--- src/design/iir_filter_direct_form_unit_macros.svh ---
// Assertion helpers for the filter RTL.
`ifndef IIR_FILTER_DIRECT_FORM_UNIT_MACROS_SVH
`define IIR_FILTER_DIRECT_FORM_UNIT_MACROS_SVH

// Same-cycle implication, disabled during reset.
`define IIRDF_ASSERT_NOW(lbl, ante, cons) \
	lbl: assert property (@(posedge clk) disable iff (!arst_n) (ante) |-> (cons)) \
		else $error("check failed");

// Next-cycle implication, disabled during reset.
`define IIRDF_ASSERT_NEXT(lbl, ante, cons) \
	lbl: assert property (@(posedge clk) disable iff (!arst_n) (ante) |=> (cons)) \
		else $error("check failed");

`endif

--- src/design/iirdf_pkg.sv ---
package iirdf_pkg;
	localparam int TAPS = 50;
	localparam int SW = 32;
	localparam int CW = 32;
	localparam int COEF_FRAC = CW - 4;
	localparam int ACC_W = 72;
	localparam int CNT_W = $clog2(TAPS);
	localparam int DCNT_W = $clog2(ACC_W);

	localparam logic [1:0] CMD_SAMPLE = 2'd0;
	localparam logic [1:0] CMD_NUM = 2'd1;
	localparam logic [1:0] CMD_DEN = 2'd2;

	localparam logic CFG_CLAMP_LOW = 1'b0;
	localparam logic CFG_CLAMP_HIGH = 1'b1;

	localparam logic signed [SW-1:0] Y_MAX = {1'b0, {(SW-1){1'b1}}};
	localparam logic signed [SW-1:0] Y_MIN = {1'b1, {(SW-1){1'b0}}};
	localparam logic [ACC_W-1:0] Q_MAX = {{(ACC_W-SW+1){1'b0}}, {(SW-1){1'b1}}};
	localparam logic [ACC_W-1:0] Q_MIN_MAG = {{(ACC_W-SW){1'b0}}, 1'b1, {(SW-1){1'b0}}};
	localparam logic signed [CW-1:0] COEF_ONE = {{(CW-COEF_FRAC-1){1'b0}}, 1'b1,
		{COEF_FRAC{1'b0}}};

	typedef enum logic [2:0] {
		ST_IDLE,
		ST_MAC,
		ST_DRAIN,
		ST_PREP,
		ST_DIV,
		ST_FIN,
		ST_DONE
	} state_t;

	typedef struct packed {
		logic signed [SW-1:0] x;
		logic signed [SW-1:0] y;
		logic signed [CW-1:0] b;
		logic signed [CW-1:0] a;
	} cell_data_t;

	typedef struct packed {
		logic shift_x;
		logic shift_y;
		logic rotate;
	} cell_ctrl_t;
endpackage

--- src/design/iirdf_cell.sv ---
module iirdf_cell (
	input  logic                       clk,
	input  logic                       arst_n,
	input  iirdf_pkg::cell_ctrl_t      ctrl,
	input  logic                       wr_b,
	input  logic                       wr_a,
	input  logic signed [iirdf_pkg::CW-1:0] wr_data,
	input  iirdf_pkg::cell_data_t      prev,
	input  iirdf_pkg::cell_data_t      nxt,
	output iirdf_pkg::cell_data_t      dat
);
	iirdf_pkg::cell_data_t dat_q;

	always_ff @(posedge clk or negedge arst_n) begin
		if (!arst_n) begin
			dat_q <= '0;
		end else if (ctrl.rotate) begin
			// advance the ring one place toward the MAC end
			dat_q <= nxt;
		end else begin
			if (ctrl.shift_x) dat_q.x <= prev.x;
			if (ctrl.shift_y) dat_q.y <= prev.y;
			if (wr_b) dat_q.b <= wr_data;
			if (wr_a) dat_q.a <= wr_data;
		end
	end

	assign dat = dat_q;
endmodule

--- config.mk ---
export PLATFORM = sky130hd
export DESIGN_NAME = iirdf_cell
export DESIGN_NICKNAME = d
export VERILOG_FILES = /design/src/design/iir_filter_direct_form_unit_macros.svh /design/src/design/iirdf_pkg.sv /design/src/design/iirdf_cell.sv
export SDC_FILE = /design/constraint.sdc
export NUM_CORES = 1
export LEC_CHECK = 0
export BUFFER_PORTS_ARGS = -buffer_cell sky130_fd_sc_hd__clkbuf_2
export CORE_ASPECT_RATIO = 0.6
export CORE_MARGIN = 10
export CORE_UTILIZATION = 24
export CTS_CLUSTER_SIZE = 14
export DETAILED_ROUTE_END_ITERATION = 6
export HOLD_SLACK_MARGIN = 0.08
export PLACE_DENSITY = 0.6
export SLEW_MARGIN = 20
export SYNTH_ARGS = -nofsm -noshare
export SYNTH_HDL_FRONTEND = slang
export SYNTH_SLANG_ARGS = --single-unit
--- constraint.sdc ---
create_clock -name clk -period 0.8 [get_ports clk]
set_clock_uncertainty 0.2 [all_clocks]
set_input_delay 0.08 -clock clk [delete_from_list [all_inputs] [get_ports clk]]
set_output_delay 0.08 -clock clk [all_outputs]
set_load 0.05 [all_outputs]
==> run metrics <==
CP Capture Type output port; DR pass1 iterations 4; port bufs 358; vias in the first global route 7307; Req. time, crit path 0.52 ns; status complete, but fails checks; Max Slew Vio Count 0; Cell Count, Final, Fillers Out 1458; P&R area growth vs syn 107%; chip width 223 µm; CP cell instances buf_6 -> buf_12; final wirelength 27600 µm; most frequent cells in the layout clkbuf_2, dlygate4sd3_1, nand2_1, dfrtp_2; pin slew with the least headroom to its limit 0.898 ns; CP Launch Type flop; worst path arrival time 1.08 ns; Core Util, Final 50.7%; Syn. warnings 0; clock slew at reported path FFs 0.06 ns; insertion delay to the later sink of the worst-skew pair 0.41 ns; share of post-route cells with drive strength above 1 50.6%; initial core utilization 24.5%; final worst-path cycle share 170%; RePlAce Congestion 0.781; number of remaining DRC errors 0; fill count 1999; Top-Level Pins 423; Tot GR Track Use 16.7%; Worst slew margin 39.9%; Max Freq 734 MHz; dpl cells 1237; First DRT Iteration DRCs 322; antenna violations before repair 1; Pleak 5.89 nW; Logic pwr share 32.9%; R2R setup slack -0.31 ns; unrepaired setup endpoints after global routing yes; Flop pwr share 34.4%; Die ar. 31700 µm²; most common cell after layout, fill and taps aside clkbuf_2; Slowest-stage cell, CP dfrtp_2; CTS Buf Count 17; Switching Fraction 33.1%; Vias 6551; Largest register FFs 128; clock share of power 32.6%; final worst slack -0.562 ns; clk sink count 128; cells after synthesis 556; total power 22.8 mW; pwr dens 1850 nW/µm²; internal cell power 15.2 mW; Final setup viols 378; Worst path max stage delay 0.41 ns; Final ANT Viol Nets 0; CTS HTree Levels 4; failing checks hold timing, setup timing; worst hold path type input port to flop; Distinct cells, synth 10; drt wl/cell 19.0 µm; Place WS -0.294 ns; final hold vios 110; Net Switching 7.55 mW; pin count of the biggest net entering global routing 62; CTS tree yes; Setup TNS -132.33 ns; fin crit period 1.36 ns; first-pass GRT wire length 41800 µm; synthesized area per cell 10.7 µm²; maxcap violations 0; crit path kind flop to output port; Yosys top cell area share 53.8%; Synth Register Bits 128; nets 1414; num rows 44; GRT overflow 0; Syn Nets 851; DP Wirelength 18200 µm; maximum VDD drop 1.11 mV; clock buffer depth 2; Post-Syn Area 5950 µm²; crit-path max FO 2; cell taking the most area after synthesis dfrtp_1; vias per cell 4.49; die span in y 142 µm; CTS root buf clkbuf_16; CORE AREA 24300 µm²; top area cells in the synthesized netlist dfrtp_1, mux2i_1, o21ai_1; Fin Hold WS -0.254 ns; register area share after synthesis 53.8%
-- per-layer routing --
layer / wire length (µm) / vias up / GRT usage, %
li1: - / 3045 / -
met2: 13700 / 318 / 28.4
met3: 2520 / 53 / 6.52
met1: 10600 / 3135 / 18.6
met5: 0 / - / 0
met4: 767 / 0 / 6.55
-- per-stage QoR --
stage / cell area (µm²) / hold WS (ns)
final: 12300 / -0.254
after detailed placement: 8620 / -0.263
after global placement: 8620 / -0.261
after floorplan: 6110 / -0.416
after CTS: 12000 / -0.278
after global routing: 12300 / -0.255
-- cell usage after synthesis --
master / count
clkbuf_1: 1
o21ai_1: 102
buf_4: 3
buf_2: 25
buf_6: 12
dfrtp_1: 128
nand2_1: 128
o21ai_0: 26
mux2i_1: 128
buf_12: 3
-- cell families after synthesis --
family / count (synthesis) / share of synthesized area (%)
AO/OA/AOI/OAI: 128 / 10.8
multiplexers: 128 / 21.5
flip-flops: 128 / 53.8
AND/OR/NAND/NOR: 128 / 8.07
buffers and inverters: 44 / 5.82
-- critical path: cells and delay by family, from the launching register on --
family / cells / cell delay (ns)
flops: 1 / 0.41
buf+inv: 2 / 0.25
-- repair_timing --
action	CTS	global route
setup endpoints to repair	256	384
pin swaps	0	7
hold buffers	174	2
resized for setup	247	131
buffers inserted	2	9
hold endpoints to repair	256	256
-- final cells by class --
cell class                      instances  area (µm²)  share of cell area, %
Clock inverter                         10        86.3                  0.702
Tap cell                              322         403                   3.28
Antenna cell                            4        10.0                 0.0814
Sequential cell                       128        3360                   27.3
Multi-Input combinational cell        384        2420                   19.7
Timing Repair Buffer                  588        5540                   45.1
Clock buffer                           22         474                   3.86
-- power groups by stage --
| stage | sequential [mW] | combinational [mW] | clock [mW] |
|---|---|---|---|
| 2_1_floorplan | 9.77 | 1.27 | 0 |
| 3_3_place_gp | 7.66 | 5.40 | 0 |
| 3_5_place_dp | 7.66 | 5.45 | 0 |
| 4_1_cts | 7.65 | 7.07 | 7.68 |
| 5_1_grt | 7.90 | 7.87 | 8.00 |
| 6_report | 7.84 | 7.50 | 7.44 |
-- path summary, 6_finish.rpt --
check	start	end	cells after the start
max in group asynchronous	arst_n	dat[45]	3
min	prev[66]	dat[66]	3
max reg2reg	dat[6]	dat[6]	3
min in group asynchronous	arst_n	dat[55]	3
min reg2reg	dat[7]	dat[7]	2
max	dat[7]	dat[7]	2
No activity file was read; power rests on OpenSTA's default activity.
